`config.mk`:
```
export PLATFORM = sky130hd
export DESIGN_NAME = periodic_task_tick_scheduler_flat
export DESIGN_NICKNAME = d
export VERILOG_FILES = /design/src/ptts_pkg.sv /design/src/ptts_if.sv /design/src/ptts_ram.sv /design/src/periodic_task_tick_scheduler.sv /design/src/flat_wrapper.sv
export SDC_FILE = /design/constraint.sdc
export NUM_CORES = 1
export LEC_CHECK = 0
export ABC_CLOCK_PERIOD_IN_PS = 4300
export BUFFER_PORTS_ARGS = -buffer_cell sky130_fd_sc_hd__buf_4
export CORE_MARGIN = 2
export CORE_UTILIZATION = 56
export CTS_CLUSTER_SIZE = 25
export DETAILED_ROUTE_END_ITERATION = 16
export GPL_TIMING_DRIVEN = 0
export PLACE_DENSITY = 0.75
export SKIP_CTS_REPAIR_TIMING = 1
export SLEW_MARGIN = 5
export SYNTH_ARGS = -nofsm -noshare
export SYNTH_HDL_FRONTEND = slang
export SYNTH_SLANG_ARGS = --single-unit
export TNS_END_PERCENT = 100
```
`constraint.sdc`:
```
create_clock -name clk -period 4.3 [get_ports clk]
set_clock_uncertainty 0.15 [all_clocks]
set_input_delay 0.43 -clock clk [delete_from_list [all_inputs] [get_ports clk]]
set_output_delay 0.43 -clock clk [all_outputs]
set_load 0.05 [all_outputs]
```
`src/ptts_pkg.sv`:
```
// Shared constants for the periodic task tick scheduler.
`default_nettype none

package ptts_pkg;

  // Operation codes carried in the request's func field
  localparam logic [2:0] OP_TICK    = 3'd0;
  localparam logic [2:0] OP_CREATE  = 3'd1;
  localparam logic [2:0] OP_RESUME  = 3'd2;
  localparam logic [2:0] OP_SUSPEND = 3'd3;
  localparam logic [2:0] OP_KILL    = 3'd4;

  localparam int FUNC_W  = 3;
  localparam int ID_W    = 3;
  localparam int TIME_W  = 16;
  localparam int MASK_W  = 8;

  localparam int TASK_COUNT_DEF = 8;

endpackage

`default_nettype wire

```
`src/ptts_if.sv`:
```
// Request and response channel interfaces of the tick scheduler.
`default_nettype none

interface ptts_req_if;
  logic                              valid;
  logic                              ready;
  logic [ptts_pkg::FUNC_W-1:0]       func;
  logic [ptts_pkg::ID_W-1:0]         task_id;
  logic [ptts_pkg::TIME_W-1:0]       period;
  logic [ptts_pkg::TIME_W-1:0]       first_delay;

  modport source (output valid, func, task_id, period, first_delay, input ready);
  modport sink   (input valid, func, task_id, period, first_delay, output ready);
endinterface

interface ptts_rsp_if;
  logic                              valid;
  logic                              ready;
  logic [ptts_pkg::MASK_W-1:0]       fire_mask;
  logic                              create_accepted;

  modport source (output valid, fire_mask, create_accepted, input ready);
  modport sink   (input valid, fire_mask, create_accepted, output ready);
endinterface

`default_nettype wire

```
`src/ptts_ram.sv`:
```
// Generic simple dual-port RAM with registered read.
`default_nettype none

module ptts_ram #(
  parameter int WIDTH = 32,
  parameter int DEPTH = 8,
  localparam int AW = (DEPTH > 1) ? $clog2(DEPTH) : 1
) (
  input  wire logic             clk,
  input  wire logic             we,
  input  wire logic [AW-1:0]    waddr,
  input  wire logic [WIDTH-1:0] wdata,
  input  wire logic [AW-1:0]    raddr,
  output logic      [WIDTH-1:0] rdata
);

  logic [WIDTH-1:0] mem [DEPTH];

  always_ff @(posedge clk) begin
    if (we) begin
      mem[waddr] <= wdata;
    end
    rdata <= mem[raddr];
  end

endmodule

`default_nettype wire

```
`src/periodic_task_tick_scheduler.sv`:
```
// Top level of the periodic task tick scheduler: slot table walk and control.
// Response: a create, resume, suspend, kill or unknown request is answered
//   in the cycle after acceptance; a tick is answered once the walk, one slot
//   per cycle through the slot RAM, is done and the response register is free.
// Throughput: one request at a time; the next one is taken as soon as the
//   response register is free or being drained.
// Reset: synchronous, active low; clears all used and ready marks, the FSM and
//   the response valid. The slot RAM needs no clearing.
`default_nettype none

module periodic_task_tick_scheduler #(
  parameter int TASK_COUNT = ptts_pkg::TASK_COUNT_DEF
) (
  input  wire logic   clk,
  input  wire logic   rst_n,
  ptts_req_if.sink    in_req,
  ptts_rsp_if.source  out_rsp
);

  localparam int TW    = ptts_pkg::TIME_W;
  localparam int IDX_W = (TASK_COUNT > 1) ? $clog2(TASK_COUNT) : 1;
  localparam int CNT_W = $clog2(TASK_COUNT + 1);
  localparam int RAM_W = 2 * TW;

  typedef enum logic {
    ST_IDLE,
    ST_WALK
  } state_t;

  state_t                      state_r, state_nxt;
  logic [CNT_W-1:0]            cnt_r, cnt_nxt;      // next slot to read
  logic                        pend_r, pend_nxt;    // read data due this cycle
  logic [IDX_W-1:0]            pslot_r, pslot_nxt;  // slot whose data is due
  logic [TASK_COUNT-1:0]       used_r, used_nxt;
  logic [TASK_COUNT-1:0]       ready_r, ready_nxt;
  logic [ptts_pkg::MASK_W-1:0] fire_r, fire_nxt;
  logic                        out_valid_r, out_valid_nxt;
  logic [ptts_pkg::MASK_W-1:0] out_fire_r, out_fire_nxt;
  logic                        out_acc_r, out_acc_nxt;

  // Slot RAM: each entry holds {reload period, countdown}
  logic                        ram_we;
  logic [IDX_W-1:0]            ram_waddr;
  logic [RAM_W-1:0]            ram_wdata;
  logic [IDX_W-1:0]            ram_raddr;
  logic [RAM_W-1:0]            ram_rdata;

  logic [TW-1:0]               rd_cd;
  logic [TW-1:0]               rd_per;
  logic [TW-1:0]               new_cd;
  logic                        out_free;
  logic                        in_acc;
  logic                        id_ok;
  logic [IDX_W-1:0]            id;
  logic                        hit;

  ptts_ram #(
    .WIDTH (RAM_W),
    .DEPTH (TASK_COUNT)
  ) u_slot_ram (
    .clk   (clk),
    .we    (ram_we),
    .waddr (ram_waddr),
    .wdata (ram_wdata),
    .raddr (ram_raddr),
    .rdata (ram_rdata)
  );

  assign rd_cd  = ram_rdata[TW-1:0];
  assign rd_per = ram_rdata[RAM_W-1:TW];
  // Fire reloads period - 1 (period zero wraps to all ones), else count down
  assign new_cd = (rd_cd == '0) ? (rd_per - TW'(1)) : (rd_cd - TW'(1));

  assign out_free     = !out_valid_r || out_rsp.ready;
  assign in_req.ready = (state_r == ST_IDLE) && out_free;
  assign in_acc       = in_req.valid && in_req.ready;
  assign id_ok        = 32'(in_req.task_id) < TASK_COUNT;
  assign id           = IDX_W'(in_req.task_id);
  assign hit          = pend_r && used_r[pslot_r] && ready_r[pslot_r];

  assign out_rsp.valid           = out_valid_r;
  assign out_rsp.fire_mask       = out_fire_r;
  assign out_rsp.create_accepted = out_acc_r;

  always_comb begin
    state_nxt     = state_r;
    cnt_nxt       = cnt_r;
    pend_nxt      = pend_r;
    pslot_nxt     = pslot_r;
    used_nxt      = used_r;
    ready_nxt     = ready_r;
    fire_nxt      = fire_r;
    out_valid_nxt = out_valid_r;
    out_fire_nxt  = out_fire_r;
    out_acc_nxt   = out_acc_r;
    ram_we        = 1'b0;
    ram_waddr     = pslot_r;
    ram_wdata     = {rd_per, new_cd};
    ram_raddr     = cnt_r[IDX_W-1:0];

    // Drop the response once the sink takes it
    if (out_rsp.ready) begin
      out_valid_nxt = 1'b0;
    end

    unique case (state_r)
      ST_IDLE: begin
        if (in_acc) begin
          if (in_req.func == ptts_pkg::OP_TICK) begin
            // Start the walk: issue the read of slot 0 now
            state_nxt = ST_WALK;
            ram_raddr = '0;
            cnt_nxt   = CNT_W'(1);
            pend_nxt  = 1'b1;
            pslot_nxt = '0;
            fire_nxt  = '0;
          end else begin
            out_valid_nxt = 1'b1;
            out_fire_nxt  = '0;
            out_acc_nxt   = 1'b0;
            if (id_ok) begin
              case (in_req.func)
                ptts_pkg::OP_CREATE: begin
                  if (!used_r[id]) begin
                    used_nxt[id]  = 1'b1;
                    ready_nxt[id] = 1'b1;
                    ram_we        = 1'b1;
                    ram_waddr     = id;
                    ram_wdata     = {in_req.period, in_req.first_delay};
                    out_acc_nxt   = 1'b1;
                  end
                end
                ptts_pkg::OP_RESUME:  ready_nxt[id] = 1'b1;
                ptts_pkg::OP_SUSPEND: ready_nxt[id] = 1'b0;
                ptts_pkg::OP_KILL:    used_nxt[id]  = 1'b0;
                default: ;
              endcase
            end
          end
        end
      end

      ST_WALK: begin
        if (pend_r) begin
          // Write back the slot whose data arrived; free or suspended slots hold
          if (hit) begin
            ram_we = 1'b1;
            if (rd_cd == '0) begin
              for (int b = 0; b < ptts_pkg::MASK_W; b++) begin
                if (b < TASK_COUNT && pslot_r == IDX_W'(b)) begin
                  fire_nxt[b] = 1'b1;
                end
              end
            end
          end
          // Advance the read pointer while slots remain
          if (32'(cnt_r) < TASK_COUNT) begin
            pslot_nxt = cnt_r[IDX_W-1:0];
            cnt_nxt   = cnt_r + CNT_W'(1);
          end else begin
            pend_nxt = 1'b0;
          end
        end else if (out_free) begin
          out_valid_nxt = 1'b1;
          out_fire_nxt  = fire_r;
          out_acc_nxt   = 1'b0;
          state_nxt     = ST_IDLE;
        end
      end

      default: state_nxt = ST_IDLE;
    endcase
  end

  always_ff @(posedge clk) begin
    if (!rst_n) begin
      state_r     <= ST_IDLE;
      cnt_r       <= '0;
      pend_r      <= 1'b0;
      used_r      <= '0;
      ready_r     <= '0;
      out_valid_r <= 1'b0;
    end else begin
      state_r     <= state_nxt;
      cnt_r       <= cnt_nxt;
      pend_r      <= pend_nxt;
      used_r      <= used_nxt;
      ready_r     <= ready_nxt;
      out_valid_r <= out_valid_nxt;
    end
    pslot_r    <= pslot_nxt;
    fire_r     <= fire_nxt;
    out_fire_r <= out_fire_nxt;
    out_acc_r  <= out_acc_nxt;
  end

`ifndef SYNTHESIS
  // A tick request always starts a walk
  a_tick_walk: assert property (@(posedge clk) disable iff (!rst_n)
    (in_acc && in_req.func == ptts_pkg::OP_TICK) |=> (state_r == ST_WALK))
    else $error("tick did not start a walk");

  // RAM writes stay inside the slot table
  a_waddr_range: assert property (@(posedge clk) disable iff (!rst_n)
    ram_we |-> (32'(ram_waddr) < TASK_COUNT))
    else $error("slot RAM write out of range");

  // A response never reports both a firing and an accepted create
  a_rsp_excl: assert property (@(posedge clk) disable iff (!rst_n)
    out_rsp.valid |-> !((|out_rsp.fire_mask) && out_rsp.create_accepted))
    else $error("response mixes tick and create results");

  // Walk writes happen only for used, ready slots
  a_walk_wr: assert property (@(posedge clk) disable iff (!rst_n)
    (ram_we && state_r == ST_WALK) |-> (used_r[pslot_r] && ready_r[pslot_r]))
    else $error("walk wrote an inactive slot");
`endif

endmodule

`default_nettype wire

```
`src/flat_wrapper.sv`:
```
// flat-port wrapper written by rule: the top's interface ports become plain ports
module periodic_task_tick_scheduler_flat 
#(
  parameter int TASK_COUNT = ptts_pkg::TASK_COUNT_DEF
)
  (clk, rst_n, in_req_valid, in_req_func, in_req_task_id, in_req_period, in_req_first_delay, in_req_ready, out_rsp_valid, out_rsp_fire_mask, out_rsp_create_accepted, out_rsp_ready);
  ptts_req_if in_req_i ();
  ptts_rsp_if out_rsp_i ();
  input  wire logic clk;
  input  wire logic rst_n;
  input wire logic [$bits(in_req_i.valid)-1:0] in_req_valid;
  input wire logic [$bits(in_req_i.func)-1:0] in_req_func;
  input wire logic [$bits(in_req_i.task_id)-1:0] in_req_task_id;
  input wire logic [$bits(in_req_i.period)-1:0] in_req_period;
  input wire logic [$bits(in_req_i.first_delay)-1:0] in_req_first_delay;
  output wire logic [$bits(in_req_i.ready)-1:0] in_req_ready;
  output wire logic [$bits(out_rsp_i.valid)-1:0] out_rsp_valid;
  output wire logic [$bits(out_rsp_i.fire_mask)-1:0] out_rsp_fire_mask;
  output wire logic [$bits(out_rsp_i.create_accepted)-1:0] out_rsp_create_accepted;
  input wire logic [$bits(out_rsp_i.ready)-1:0] out_rsp_ready;
  assign in_req_i.valid = in_req_valid;
  assign in_req_i.func = in_req_func;
  assign in_req_i.task_id = in_req_task_id;
  assign in_req_i.period = in_req_period;
  assign in_req_i.first_delay = in_req_first_delay;
  assign in_req_ready = in_req_i.ready;
  assign out_rsp_valid = out_rsp_i.valid;
  assign out_rsp_fire_mask = out_rsp_i.fire_mask;
  assign out_rsp_create_accepted = out_rsp_i.create_accepted;
  assign out_rsp_i.ready = out_rsp_ready;
  periodic_task_tick_scheduler #(.TASK_COUNT(TASK_COUNT)) u_core (.clk(clk), .rst_n(rst_n), .in_req(in_req_i), .out_rsp(out_rsp_i));
endmodule
```
==> results_dict.tcl <==
set metrics [dict create \
    cts_sinks 331 \
    final_max_slew_viol_count 0 \
    drive_above_1_share 0.192 \
    grt_max_degree 33 \
    grt-ovfl-total 0 \
    coreArea_um2 24200 \
    dp.cells 1366 \
    fin_crit_sh 0.894 \
    synth_cells 983 \
    nets 1123 \
    reg2regPathDepth 11 \
    syn_to_final_growth_pct 15.1 \
    cts-htree-levels 2 \
    ys_ff_latch 331 \
    tightest_slew_ns 0.959 \
    critPathRequiredTime_ns 4.34 \
    wirelength_um 31100 \
    dpl.hpwl_um 20000 \
    avgSynthCellArea_um2 14.0 \
    multiInputGateArea_um2 4100 \
    grt_pass1_wl_um 46900 \
    die-area_um2 25800 \
    synth-compound-area-share 0.0803 \
    die_h_um 161 \
    diodes 0 \
    ys.flop_type "edfxtp_1" \
    seq_area_frac_synth 0.684 \
    dr.first_iter.drc_count 861 \
    relSlewSlack 0.355 \
    synth_area_um2 13700 \
    startpoint_type "flip-flop" \
    dr_total_vias 8448 \
    min_path_cells 3 \
    min_period_ns 3.84 \
    synth_cell_types 54 \
    drc 0 \
    cap_violations 0 \
    cellPowerDensity_nw_per_um2 417 \
    io_pins 53 \
    synthArstFlopShare 0 \
    dr.pass1.iters 5 \
    synth_top_cell_area_share 0.604 \
    grt_pass1_vias 8400 \
    dpl_cell_area_um2 14700 \
    die_x_um 161 \
    synth_nets 1027 \
    whs_ns 0.0518 \
    tritoncts "yes" \
    portBuffers 51 \
    ir_worst_vdd_mv 0.339 \
    root_buffer "clkbuf_16" \
    clock_latency_ns 0.52 \
    status "complete, no violations" \
    hold_class "in2reg" \
    vias_per_cell 5.91 \
    cp_max_fo 10 \
    ys_top_cells_by_area "edfxtp_1 (60%), dfxtp_1 (8.0%), mux2i_1 (7.1%), mux2_2 (5.3%), nand2_1 (3.1%)" \
    synthMuxAreaShare 0.126 \
    final_area_um2 15800 \
    routedWlPerCell_um 21.7 \
    synth_xor_area_frac 0.00510 \
    synth-simple-area-share 0.0825 \
    timing_worst_setup_path_type "reg2reg" \
    grt_use_total 0.241 \
    synthAdderAreaFrac 0.00182 \
    synth_edf_count 276 \
    cp-end-kind "flip-flop" \
    path_clk_slew_ns 0.06 \
    cp.arrival_ns 3.88 \
    initial_core_util 0.568 \
    power_leakage_nw 5.67 \
    synth_top_family_by_area "multiplexers" \
    final_antenna_net_count 0 \
    layoutNonFillerInstCount 1430 \
    worst_slack_ns 0.458 \
    setup-violations-final 0 \
    rsz0062_at_grt "no" \
    n_fill_cell 1739 \
    cts_made_buffers 35 \
    cts_max_path_buffers 3 \
    seqCellArea_um2 9390 \
    dp_slack_ns 0.346 \
    gp_congestion 0.923 \
    num_rows 57 \
    yosysTopAreaCell "edfxtp_1" \
    ys.warnings.count 0 \
    total_power_mw 6.60 \
    antenna_found_initial 0 \
    finalHoldViolCount 0 \
    fmax_mhz 260 \
]
-- logic make-up (layout without fill, tap and decap cells) --
kind of cell | Yosys count | in the layout
DFF | 331 | 331
and+or+nand+nor | 237 | 237
AOI/OAI and AO/OA | 179 | 179
muxes | 164 | 164
buffers and inverters | 62 | 185
xor gates and xnor gates | 8 | 8
adders and majority gates | 2 | 2
-- through the flow --
| step | setup TNS [ns] | util |
|---|---|---|
| after floorplan | 0 | - |
| after global placement | -94.56 | 0.601 |
| after detailed placement | 0 | 0.609 |
| after global routing | 0 | 0.654 |
| after CTS | 0 | 0.653 |
| final | 0 | 0.654 |
-- per-layer routing --
layer / GRT usage / vias up / wire, µm / share of wire
li1: - / 3909 / - / -
met1: 0.318 / 4143 / 12900 / 0.42
met2: 0.404 / 345 / 15200 / 0.49
met3: 0.0429 / 51 / 2080 / 0.067
met4: 0.0893 / 0 / 913 / 0.029
met5: 0 / - / 0 / 0
-- layout make-up --
| cell class | instances | area share |
|---|---|---|
| Inverter | 6 | 0.00142 |
| Buffer | 56 | 0.0165 |
| Sequential cell | 331 | 0.594 |
| Timing Repair Buffer | 59 | 0.0348 |
| Clock buffer | 46 | 0.0587 |
| Multi-Input combinational cell | 590 | 0.259 |
| Clock inverter | 18 | 0.00966 |
| Tap cell | 324 | 0.0256 |
-- synthesized netlist by cell type, drive strengths merged, types with 3 or more instances --
cell / instances
o21ai: 45
xnor2: 5
xor2: 3
a211oi: 19
nor2b: 10
nor4b: 3
mux2i: 98
nor3: 13
o211ai: 4
buf: 31
dfxtp: 55
or3: 7
nor2: 38
edfxtp: 276
a21boi: 9
o21a: 3
and2: 18
o22ai: 35
nand4: 3
a21oi: 42
nand2b: 3
nor4: 6
o211a: 4
o31ai: 3
inv: 5
clkbuf: 25
a31oi: 8
nand2: 112
nand3b: 4
nand3: 12
mux2: 66
-- power breakdown --
group / switching [mW] / internal, mW / leakage, nW
Sequential: 0.0151 / 3.49 / 2.96
Clock: 1.20 / 1.65 / 0.530
Combinational: 0.155 / 0.0853 / 2.17
-- cell usage in the layout (no fill, tap or decap), drive strengths merged, types with 4 or more instances in the layout --
cell type | Yosys | final
a211oi | 19 | 19
a21boi | 9 | 9
a21oi | 42 | 42
a31oi | 8 | 8
and2 | 18 | 18
buf | 31 | 90
clkbuf | 25 | 71
clkinv | 1 | 12
dfxtp | 55 | 55
edfxtp | 276 | 276
inv | 5 | 9
mux2 | 66 | 66
mux2i | 98 | 98
nand2 | 112 | 112
nand3 | 12 | 12
nand3b | 4 | 4
nor2 | 38 | 38
nor2b | 10 | 10
nor3 | 13 | 13
nor4 | 6 | 6
o211a | 4 | 4
o211ai | 4 | 4
o21ai | 45 | 45
o22ai | 35 | 35
or3 | 7 | 7
xnor2 | 5 | 5
-- worst paths after layout --
check / start / to / slack (ns)
setup / recovery: u_core.u_slot_ram.rdata[3]$_DFF_P_ / u_core.u_slot_ram.mem[1][4]$_DFFE_PP_ / 0.46
setup reg to reg: u_core.u_slot_ram.rdata[3]$_DFF_P_ / u_core.u_slot_ram.mem[1][4]$_DFFE_PP_ / 0.46
hold / removal: rst_n / u_core.cnt_r[2]$_SDFFE_PN0P_ / 0.05
hold reg to reg: u_core.fire_r[1]$_DFFE_PP_ / u_core.out_rsp.fire_mask[1]$_SDFFCE_PN0P_ / 0.37
-- flip-flops by register name, summed over array words and instances, names as in the netlist, named ones only --
| name | count |
|---|---|
| u_core.u_slot_ram.rdata | 32 |
| u_core.fire_r | 8 |
| u_core.cnt_r | 4 |
| u_core.state_r | 1 |
| u_core.out_rsp.fire_mask | 8 |
| u_core.out_rsp.create_accepted | 1 |
| u_core.pslot_r | 3 |
| u_core.u_slot_ram.mem | 256 |
| u_core.out_rsp.valid | 1 |
| u_core.pend_r | 1 |
-- worst max-delay path, cell delays in order (launching register included) --
cell and delay, ns:
dfxtp_1 0.35, or4_4 0.58, nor4_4 0.31, and2_1 0.29, buf_2 0.27, a21oi_1 0.12
ha_1 0.26, nand2_1 0.11, nor2_1 0.05, a21oi_1 0.14, o22ai_1 0.11, o31ai_1 0.76
(Power assumes the default switching activity.)
